## config.mk

```make
export PLATFORM = sky130hd
export DESIGN_NAME = breakpoint_match_unit_top_flat
export DESIGN_NICKNAME = d
export VERILOG_FILES = /design/src/sv/bpm_pkg.sv /design/src/sv/bpm_req_if.sv /design/src/sv/bpm_rsp_if.sv /design/src/sv/bpm_ctrl.sv /design/src/sv/bpm_datapath.sv /design/src/sv/breakpoint_match_unit_top.sv /design/src/flat_wrapper.sv
export SDC_FILE = /design/constraint.sdc
export NUM_CORES = 1
export LEC_CHECK = 0
export ABC_CLOCK_PERIOD_IN_PS = 4400
export BUFFER_PORTS_ARGS = -buffer_cell sky130_fd_sc_hd__buf_2
export CORE_MARGIN = 2
export CORE_UTILIZATION = 25
export CTS_CLUSTER_SIZE = 25
export DETAILED_ROUTE_END_ITERATION = 10
export PLACE_DENSITY_LB_ADDON = 0.1
export SYNTH_ARGS = -nofsm -noshare
export SYNTH_HDL_FRONTEND = slang
export SYNTH_HIERARCHICAL = 1
export SYNTH_SLANG_ARGS = --single-unit
export TNS_END_PERCENT = 50
```

## constraint.sdc

```tcl
create_clock -name clk -period 4.4 [get_ports clk]
set_input_delay 0.22 -clock clk [delete_from_list [all_inputs] [get_ports clk]]
set_output_delay 0.22 -clock clk [all_outputs]
set_load 0.01 [all_outputs]
```

## src/sv/bpm_pkg.sv

```systemverilog
// Package for the breakpoint match unit: field widths, operation codes,
// banked address window and the controller-to-datapath command bundle.
// No dependencies.
`timescale 1ns / 1ps

package bpm_pkg;

  localparam int KIND_W   = 2;
  localparam int BANK_W   = 8;
  localparam int ADDR_W   = 16;
  localparam int COUNT_W  = 16;
  localparam int SLOT_W   = 4;

  // Operation codes carried in the kind field.
  localparam logic [KIND_W-1:0] KIND_SET     = 2'd0;
  localparam logic [KIND_W-1:0] KIND_CLEAR   = 2'd1;
  localparam logic [KIND_W-1:0] KIND_CLR_ALL = 2'd2;
  localparam logic [KIND_W-1:0] KIND_CHECK   = 2'd3;

  // Addresses from BANKED_LO up to, but not including, BANKED_HI are banked.
  localparam logic [ADDR_W-1:0] BANKED_LO = 16'h4000;
  localparam logic [ADDR_W-1:0] BANKED_HI = 16'h8000;

  // Commands from the controller; at most one is active in any cycle.
  typedef struct packed {
    logic capture;   // latch the incoming request
    logic match;     // compare the request with every slot
    logic select;    // keep only the lowest matching slot
    logic update;    // write the table and load the response register
  } bpm_cmd_t;

endpackage

```

## src/sv/bpm_req_if.sv

```systemverilog
// Request channel of the breakpoint match unit: handshake and request fields.
// Depends on bpm_pkg.
`timescale 1ns / 1ps

interface bpm_req_if
  import bpm_pkg::*;
();
  logic               valid;
  logic               ready;
  logic [KIND_W-1:0]  kind;
  logic [BANK_W-1:0]  bank;
  logic [ADDR_W-1:0]  addr;
  logic [COUNT_W-1:0] pass_count;

  modport source (output valid, output kind, output bank, output addr,
                  output pass_count, input ready);
  modport sink   (input valid, input kind, input bank, input addr,
                  input pass_count, output ready);
endinterface

```

## src/sv/bpm_rsp_if.sv

```systemverilog
// Response channel of the breakpoint match unit: handshake and result fields.
// Depends on bpm_pkg.
`timescale 1ns / 1ps

interface bpm_rsp_if
  import bpm_pkg::*;
();
  logic              valid;
  logic              ready;
  logic              hit;
  logic [SLOT_W-1:0] slot;
  logic              full_res;

  modport source (output valid, output hit, output slot, output full_res,
                  input ready);
  modport sink   (input valid, input hit, input slot, input full_res,
                  output ready);
endinterface

```

## src/sv/bpm_ctrl.sv

```systemverilog
// Controller of the breakpoint match unit: sequences capture, match, select
// and update, and owns the response valid flag. Depends on bpm_pkg.
`timescale 1ns / 1ps

module bpm_ctrl
  import bpm_pkg::*;
(
  input  logic     clk,
  input  logic     rst,
  input  logic     in_valid,
  output logic     in_ready,
  output logic     out_valid,
  input  logic     out_ready,
  output bpm_cmd_t cmd
);

  localparam logic [1:0] ST_IDLE   = 2'd0;
  localparam logic [1:0] ST_MATCH  = 2'd1;
  localparam logic [1:0] ST_SELECT = 2'd2;
  localparam logic [1:0] ST_UPDATE = 2'd3;

  logic [1:0] state;
  logic [1:0] state_next;
  logic       out_valid_next;
  logic       out_free;

  assign in_ready = (state == ST_IDLE);
  assign out_free = !out_valid || out_ready;

  always_comb begin
    state_next  = state;
    cmd         = '0;
    unique case (state)
      ST_IDLE: begin
        if (in_valid) begin
          cmd.capture = 1'b1;
          state_next  = ST_MATCH;
        end
      end
      ST_MATCH: begin
        cmd.match  = 1'b1;
        state_next = ST_SELECT;
      end
      ST_SELECT: begin
        cmd.select = 1'b1;
        state_next = ST_UPDATE;
      end
      ST_UPDATE: begin
        // Hold here until the response register can take the new result.
        if (out_free) begin
          cmd.update = 1'b1;
          state_next = ST_IDLE;
        end
      end
      default: begin
        state_next = ST_IDLE;
      end
    endcase
  end

  always_comb begin
    out_valid_next = out_valid;
    priority if (cmd.update) begin
      out_valid_next = 1'b1;
    end else if (out_ready) begin
      out_valid_next = 1'b0;
    end
  end

  always_ff @(posedge clk) begin
    if (rst) begin
      state     <= ST_IDLE;
      out_valid <= 1'b0;
    end else begin
      state     <= state_next;
      out_valid <= out_valid_next;
    end
  end

endmodule

```

## src/sv/bpm_datapath.sv

```systemverilog
// Datapath of the breakpoint match unit: the slot table, per-slot comparators,
// lowest-slot selection and the response register. Depends on bpm_pkg.
`timescale 1ns / 1ps

module bpm_datapath
  import bpm_pkg::*;
#(
  parameter int SLOTS = 16
)(
  input  logic               clk,
  input  logic               rst,
  input  bpm_cmd_t           cmd,
  input  logic [KIND_W-1:0]  in_kind,
  input  logic [BANK_W-1:0]  in_bank,
  input  logic [ADDR_W-1:0]  in_addr,
  input  logic [COUNT_W-1:0] in_count,
  output logic               hit,
  output logic [SLOT_W-1:0]  slot,
  output logic               full_res
);

  localparam int IDX_W = (SLOTS > 1) ? $clog2(SLOTS) : 1;

  // Latched request.
  logic [KIND_W-1:0]  req_kind;
  logic [BANK_W-1:0]  req_bank;
  logic [ADDR_W-1:0]  req_addr;
  logic [COUNT_W-1:0] req_count;

  // Slot table.
  logic [SLOTS-1:0]   slot_used;
  logic [BANK_W-1:0]  slot_bank  [SLOTS];
  logic [ADDR_W-1:0]  slot_addr  [SLOTS];
  logic [COUNT_W-1:0] slot_count [SLOTS];

  logic [SLOTS-1:0]   match_vec;
  logic [SLOTS-1:0]   match_next;
  logic [SLOTS-1:0]   sel_vec;
  logic               any_match;
  logic [SLOTS-1:0]   cnt_one;
  logic [IDX_W-1:0]   sel_idx;
  logic [IDX_W+SLOT_W-1:0] sel_idx_ext;
  logic               banked;
  logic               fire;

  assign banked = (req_addr >= BANKED_LO) && (req_addr < BANKED_HI);

  always_comb begin
    for (int i = 0; i < SLOTS; i++) begin
      unique case (req_kind)
        KIND_SET:     match_next[i] = !slot_used[i];
        KIND_CLEAR:   match_next[i] = slot_used[i] && (slot_addr[i] == req_addr)
                                      && (slot_bank[i] == req_bank);
        KIND_CLR_ALL: match_next[i] = 1'b0;
        KIND_CHECK:   match_next[i] = slot_used[i] && (slot_addr[i] == req_addr)
                                      && (!banked || (slot_bank[i] == req_bank));
        default:      match_next[i] = 1'b0;
      endcase
      cnt_one[i] = (slot_count[i] == COUNT_W'(1));
    end
  end

  // Encode the one-hot selection into a slot index.
  always_comb begin
    sel_idx = '0;
    for (int i = 0; i < SLOTS; i++) begin
      if (sel_vec[i]) begin
        sel_idx = sel_idx | IDX_W'(i);
      end
    end
  end

  assign sel_idx_ext = {{SLOT_W{1'b0}}, sel_idx};
  assign fire        = |(sel_vec & cnt_one);

  always_ff @(posedge clk) begin
    if (cmd.capture) begin
      req_kind  <= in_kind;
      req_bank  <= in_bank;
      req_addr  <= in_addr;
      req_count <= in_count;
    end
    if (cmd.match) begin
      match_vec <= match_next;
    end
    if (cmd.select) begin
      // Isolate the lowest set bit.
      sel_vec   <= match_vec & (~match_vec + SLOTS'(1));
      any_match <= |match_vec;
    end
    if (cmd.update) begin
      hit      <= 1'b0;
      slot     <= '0;
      full_res <= 1'b0;
      unique case (req_kind)
        KIND_SET: begin
          full_res <= !any_match;
          slot     <= sel_idx_ext[SLOT_W-1:0];
        end
        KIND_CHECK: begin
          hit <= fire;
          if (fire) begin
            slot <= sel_idx_ext[SLOT_W-1:0];
          end
        end
        default: begin
        end
      endcase
    end
  end

  always_ff @(posedge clk) begin
    if (rst) begin
      slot_used <= '0;
      for (int i = 0; i < SLOTS; i++) begin
        slot_bank[i]  <= '0;
        slot_addr[i]  <= '0;
        slot_count[i] <= '0;
      end
    end else if (cmd.update) begin
      for (int i = 0; i < SLOTS; i++) begin
        unique case (req_kind)
          KIND_SET: begin
            if (sel_vec[i]) begin
              slot_used[i]  <= 1'b1;
              slot_bank[i]  <= req_bank;
              slot_addr[i]  <= req_addr;
              slot_count[i] <= req_count;
            end
          end
          KIND_CLEAR: begin
            if (match_vec[i]) begin
              slot_used[i] <= 1'b0;
            end
          end
          KIND_CLR_ALL: begin
            slot_used[i]  <= 1'b0;
            slot_bank[i]  <= '0;
            slot_addr[i]  <= '0;
            slot_count[i] <= '0;
          end
          KIND_CHECK: begin
            // A count of zero never fires and stays as it is.
            if (sel_vec[i] && (slot_count[i] != '0)) begin
              slot_count[i] <= slot_count[i] - COUNT_W'(1);
              if (cnt_one[i]) begin
                slot_used[i] <= 1'b0;
              end
            end
          end
          default: begin
          end
        endcase
      end
    end
  end

endmodule

```

## src/sv/breakpoint_match_unit_top.sv

```systemverilog
// Breakpoint match unit, top level. A request transaction is followed by the
// match, select and update steps; the response becomes valid after the update
// step, which waits for a free response register. One request at a time.
// A waiting response does not block the next request until its update step.
// Reset (rst, synchronous, active high) empties the table and the response.
// Depends on bpm_pkg, bpm_req_if, bpm_rsp_if, bpm_ctrl and bpm_datapath.
`timescale 1ns / 1ps

module breakpoint_match_unit_top
  import bpm_pkg::*;
#(
  parameter int SLOTS = 16
)(
  input  logic      clk,
  input  logic      rst,
  bpm_req_if.sink   req,
  bpm_rsp_if.source rsp
);

  // The controller steps through four states per request: it accepts the
  // transaction, lets the datapath compare it against every slot in parallel,
  // narrows the matches down to the lowest slot, and finally writes the
  // table and the response register together.
  bpm_cmd_t          cmd;
  logic              rsp_valid;
  logic              dp_hit;
  logic [SLOT_W-1:0] dp_slot;
  logic              dp_full;

  bpm_ctrl u_ctrl (
    .clk       (clk),
    .rst       (rst),
    .in_valid  (req.valid),
    .in_ready  (req.ready),
    .out_valid (rsp_valid),
    .out_ready (rsp.ready),
    .cmd       (cmd)
  );

  // The datapath holds one comparator per slot, so each slot is read only
  // at its own place; the lowest match is isolated with a single add.
  bpm_datapath #(
    .SLOTS (SLOTS)
  ) u_datapath (
    .clk      (clk),
    .rst      (rst),
    .cmd      (cmd),
    .in_kind  (req.kind),
    .in_bank  (req.bank),
    .in_addr  (req.addr),
    .in_count (req.pass_count),
    .hit      (dp_hit),
    .slot     (dp_slot),
    .full_res (dp_full)
  );

  // The result fields come straight from the datapath's output register.
  assign rsp.valid    = rsp_valid;
  assign rsp.hit      = dp_hit;
  assign rsp.slot     = dp_slot;
  assign rsp.full_res = dp_full;

  // The table must never be written while an untaken response would be lost.
  a_update_needs_room: assert property (@(posedge clk) disable iff (rst)
    cmd.update |-> (!rsp_valid || rsp.ready))
    else $error("update issued while the response register is occupied");

  // A fresh response appears only after an update step.
  a_rsp_from_update: assert property (@(posedge clk) disable iff (rst)
    $rose(rsp_valid) |-> $past(cmd.update))
    else $error("response became valid without an update");

  // A hit comes from a check and a full flag from a set, never both.
  a_hit_full_excl: assert property (@(posedge clk) disable iff (rst)
    rsp_valid |-> !(dp_hit && dp_full))
    else $error("hit and full reported together");

  // No new request is taken in the cycle after one has been accepted.
  a_one_in_flight: assert property (@(posedge clk) disable iff (rst)
    (req.valid && req.ready) |=> !req.ready)
    else $error("second request accepted while one is in progress");

endmodule
```

## src/flat_wrapper.sv

```systemverilog
// flat-port wrapper written by rule: the top's interface ports become plain ports
module breakpoint_match_unit_top_flat import bpm_pkg::*;
#(
  parameter int SLOTS = 16
)
  (clk, rst, req_valid, req_kind, req_bank, req_addr, req_pass_count, req_ready, rsp_valid, rsp_hit, rsp_slot, rsp_full_res, rsp_ready);
  bpm_req_if req_i ();
  bpm_rsp_if rsp_i ();
  input  logic clk;
  input  logic rst;
  input wire logic [$bits(req_i.valid)-1:0] req_valid;
  input wire logic [$bits(req_i.kind)-1:0] req_kind;
  input wire logic [$bits(req_i.bank)-1:0] req_bank;
  input wire logic [$bits(req_i.addr)-1:0] req_addr;
  input wire logic [$bits(req_i.pass_count)-1:0] req_pass_count;
  output wire logic [$bits(req_i.ready)-1:0] req_ready;
  output wire logic [$bits(rsp_i.valid)-1:0] rsp_valid;
  output wire logic [$bits(rsp_i.hit)-1:0] rsp_hit;
  output wire logic [$bits(rsp_i.slot)-1:0] rsp_slot;
  output wire logic [$bits(rsp_i.full_res)-1:0] rsp_full_res;
  input wire logic [$bits(rsp_i.ready)-1:0] rsp_ready;
  assign req_i.valid = req_valid;
  assign req_i.kind = req_kind;
  assign req_i.bank = req_bank;
  assign req_i.addr = req_addr;
  assign req_i.pass_count = req_pass_count;
  assign req_ready = req_i.ready;
  assign rsp_valid = rsp_i.valid;
  assign rsp_hit = rsp_i.hit;
  assign rsp_slot = rsp_i.slot;
  assign rsp_full_res = rsp_i.full_res;
  assign rsp_i.ready = rsp_ready;
  breakpoint_match_unit_top #(.SLOTS(SLOTS)) u_core (.clk(clk), .rst(rst), .req(req_i), .rsp(rsp_i));
endmodule
```

Word level (Yosys, flattened, before mapping)
Memory sizes are Yosys's and may differ from the RTL's.
Cells that the tools add are included.
Widths: inputs -> output; s select.

storage, ports and cells
  register bits after elaboration = 100
  RAM bits = 640
  logic and storage cells = 826
  memories kept = 3

operators by class
  bitwise gates (word level) = 115
  equality and inequality tests = 120
  $lt $le $gt $ge = 2
  add/subtract/negate cells = 17
  muxes and demuxes = 402
  reductions and logical operators = 139

memory list
  name                          depth  bits a word  read ports  clocked after memory_dff  write ports  line                RTL
  u_core.u_datapath.slot_addr   16     16           16          0                         16           bpm_datapath.sv:33  logic [ADDR_W-1:0] slot_addr [SLOTS];
  u_core.u_datapath.slot_count  16     16           16          0                         16           bpm_datapath.sv:34  logic [COUNT_W-1:0] slot_count [SLOTS];
  u_core.u_datapath.slot_bank   16     8            16          0                         16           bpm_datapath.sv:32  logic [BANK_W-1:0] slot_bank [SLOTS];

operators by type and width
  cell                   number
  $mux 16                80
  $eq 16x1->1 const B    16
  $eq 16x16->1           16
  $mux 8                 32
  $reduce_bool 16->1     16
  $sub 16x1->16 const B  16
  $mux 1                 239
  $ne 2x2->1 const B     66
  $eq 8x8->1             16
  $pmux 1 s4             32
  $or 1x1->1             112
  $reduce_and 5->1       16
  $logic_and 1x1->1      65
  $mux 4                 9
  $and 16x16->16         2
  $reduce_or 16->1       2
  $logic_not 1->1        19
  $logic_or 1x1->1       17
  $add 16x1->16 const B  1
  $ge 16x15->1 const B   1
  $lt 16x16->1 const B   1
  $not 16->16            1
  $mux 3                 4
  $eq 2x2->1 const B     4
  7 further kinds        12

Logic depth before layout (Yosys ltp)
  depth in word-level cells = 17
  depth in mapped cells = 13
  mapped depth without buffers = 8

Cells and area by module
Netlist, hierarchy kept.

modules (own cells, without submodules)
  module        seq. area each (µm²)  area an instance (µm²)  instances  cells an instance
  bpm_datapath  21971.1               37275.8                 1          3247
  bpm_ctrl      60.1                  227.7                   1          23

Worst setup path after synthesis
Ideal clock, no wire load.

  path kind = reg2reg
  from = reg u_core.u_ctrl.state[0]
  to = mem u_core.u_datapath.slot_count[14][4] (netlist: u_core/u_datapath/slot_count[1][100]), enable pin
  arrival = 2.787 ns
  clock period less this slack = 3.111 ns
  cell stages (with the launch flop) = 9
  path slack = 1.289 ns
  setup time = 0.324 ns
  cells stage by stage = dfxtp_1 ha_1 nor2b_1 buf_4 clkbuf_1 a21oi_1 clkbuf_1 nand2_1 or2_1

RTL lines
  element                 line                RTL
  start, declared         bpm_ctrl.sv:22      logic [1:0] state;
  start signal, assigned  bpm_ctrl.sv:75      state <= state_next;
  end, declared           bpm_datapath.sv:34

==> qor.txt <==
Status: completed
Vias in the first global route: 25,500
Via count: 25,400
Max-slew headroom: 0.209
EDFF count, synth: 721
Worst-Margin Slew: 1.19 ns
Die Area: 153,000 µm²
Commonest cells post-synth: edfxtp_1 (721), nor2_1 (390), xnor2_1 (331)
Synth cell types: 72
Setup_tns: 0 ns
CP arrival: 3.60 ns
Lkg Pwr: 14.8 nW
Largest net degree at the start of global routing: 40
CP required: 4.76 ns
Seq/Total Area, Yosys: 0.587
Initial Util: 0.251
Clock Sinks: 740
Final setup vio count: 0
Post-DRT Antenna Nets: 0
Input/output buffers: 53
I/O Pins: 54
Net count reported at finish: 3,492
Synthesized cell area: 37,500 µm²
Setup CP Type: reg -> reg
Die Span Y: 391 µm
Final cell count without fillers: 5,484
Clk_skew: 0.0483 ns
Hpwl dp: 83,200 µm
Placed Instance Area: 40,500 µm²
PostCTS Resize Cnt: 0
Hold_buf cts: 46
Top-area cell type share of the netlist area: 0.577
Wire length per cell: 23.3 µm
Drt pass-1 iters: 6
Yosys top cell by area: edfxtp_1
Area Overhead vs Synth: 17.3%
Total gr overflow: 0
Core Box Area: 149,000 µm²
CTS tree: done
Top post-synthesis cells by area: edfxtp_1 (58%), xnor2_1 (7.7%), xor2_1 (5.9%)
Avg Synthesized Cell Area: 11.5 µm²
Synth Warn #: 6
Final min period: 3.24 ns
Post-CTS Setup Inserts: 0
Clk Latency, worst-skew pair: 0.74 ns
H-tree lvl count: 3
Layout cells sized above 1: 0.0949
# DRC: 0
Initial antenna violation count: 5
Clk root buf: clkbuf_16
Max Clock Freq: 309 MHz
Max-slew violation count: 0
Tcrit/Tclk final: 0.736
Setup crit end kind: flop
RSZ-0062 raised after global routing: false
Longest Clk Path Bufs: 3
Ys flop type: edfxtp_1
Layout fillers: 15,400
Syn Nets: 3,372
Most used standard cell by instance count after synthesis: edfxtp_1
Largest fanout on the critical path: 30
R2r setup slk: 1.16 ns
Num CTS Buffers: 95
DRT iter0 DRCs: 2,008
Via density per instance: 4.63
Total GRT Usage: 0.166
First-pass GRT wire length: 185,000 µm
Critical Path Start Type: flop
Power density cells: 491 nW/µm²
# rows: 142
Clock-pin slew on the worst setup and hold paths: 0.06 ns
Routed WL: 128,000 µm
Hold Crit Class: in -> reg
Placed cells: 5,263
GPL Wtd Cong: 0.751
Seq cells post-synth: 740
Die extent in x: 391 µm
VDD IR max: 386 µV
Cells after Synth: 3,270
Post-synth ARST share: 0
Final instance area: 44,000 µm²
Hold Fails Final Rpt: 0
Max Cap Viol: 0
sequential cells by signal (all words and copies together) (netlist names):
signal                        cells
u_core/u_ctrl/state               2
u_core/u_datapath/slot            4
u_core/u_datapath/slot_used      16
u_core/u_datapath/req_kind        2
u_core/u_datapath/req_count      16
u_core/u_datapath/full_res        1
u_core/u_datapath/match_vec      16
u_core/u_datapath/slot_addr     256
u_core/u_ctrl/out_valid           1
u_core/u_datapath/sel_vec        16
u_core/u_datapath/hit             1
u_core/u_datapath/any_match       1
u_core/u_datapath/req_bank        8
u_core/u_datapath/slot_bank     128
u_core/u_datapath/req_addr       16
u_core/u_datapath/slot_count    256
final timing paths:
kind / startpoint / end / depth (start not counted)
worst max-delay path: u_core/u_ctrl/state[1] / u_core/u_datapath/slot_count[1][10] / 10
worst min-delay path: req_addr[7] / u_core/u_datapath/req_addr[7] / 2
worst max register to register: u_core/u_ctrl/state[1] / u_core/u_datapath/slot_count[1][10] / 10
worst min register to register: u_core/u_ctrl/state[1] / u_core/u_ctrl/state[1] / 2
worst max-delay path, stage by stage, from the launching register on:
cell and delay, ns:
dfxtp_1 0.37, ha_1 0.26, nor2b_4 0.41, and2_1 0.18, buf_4 0.15, nor2b_1 0.13
buf_4 0.28, nand2_1 0.11, a21o_1 0.47, nand3_1 0.21, buf_4 0.28
through the flow:
stage	power, mW	util	worst slack [ns]	hold WS (ns)
6_report	21.6	0.294	1.16	0.191
5_1_grt	22.6	0.294	0.909	0.152
4_1_cts	22.0	0.294	1.12	0.121
3_5_place_dp	14.1	0.271	1.13	0.398
3_3_place_gp	14.1	0.271	1.10	0.396
2_1_floorplan	12.0	-	1.29	0.286
routing by layer:
layer | global-route usage | up-vias | wire (µm)
met5 | 0 | - | 27
met4 | 0.0392 | 4 | 2600
met3 | 0.0279 | 133 | 4920
met2 | 0.264 | 406 | 58200
met1 | 0.235 | 12800 | 61800
li1 | - | 12000 | -
area by class of cell:
class                      count  area [µm²]  share of cell area
sequential                   740       22000               0.501
inverter                      52         195             0.00444
clock inverter                46         463              0.0105
antenna                        1        2.50           0.0000569
tap                         2016        2520              0.0574
multi-input combinational   2288       14600               0.332
clock buffer                 128        2570              0.0585
timing repair buffer         213        1610              0.0366
layout by cell type (no fill, tap or decap), types with 46 or more instances in the layout:
master	Yosys	final
a21oi_1	55	54
and2_1	72	71
buf_2	9	52
buf_4	2	113
clkbuf_16	0	96
dlygate4sd3_1	0	46
edfxtp_1	721	721
ha_1	56	56
inv_1	51	51
nand2_1	205	205
nand3_1	177	177
nand4_1	78	78
nor2_1	390	389
nor3_1	85	85
nor4_1	125	125
o21ai_0	121	121
o21ai_1	57	57
xnor2_1	331	331
xor2_1	252	252
kinds of logic (layout without fill, tap and decap cells):
kind of cell	Yosys count	after routing	synth area share
flip-flops	740	740	0.587
AND/OR/NAND/NOR	1259	1259	0.166
AO/OA/AOI/OAI	350	350	0.0562
adder cells (fa/ha/maj)	56	56	0.0187
buffers and inverters	242	439	0.0247
XOR/XNOR	583	583	0.136
other	0	1	0
multiplexers	40	40	0.0109
power breakdown:
| group | internal, mW | switching (mW) | total, mW |
|---|---|---|---|
| logic | 1.40 | 2.78 | 4.17 |
| clock network | 4.41 | 3.28 | 7.68 |
| registers | 8.78 | 0.942 | 9.72 |
| total | 14.6 | 6.99 | 21.6 |
Note: power is estimated with default switching activity, not from simulation.
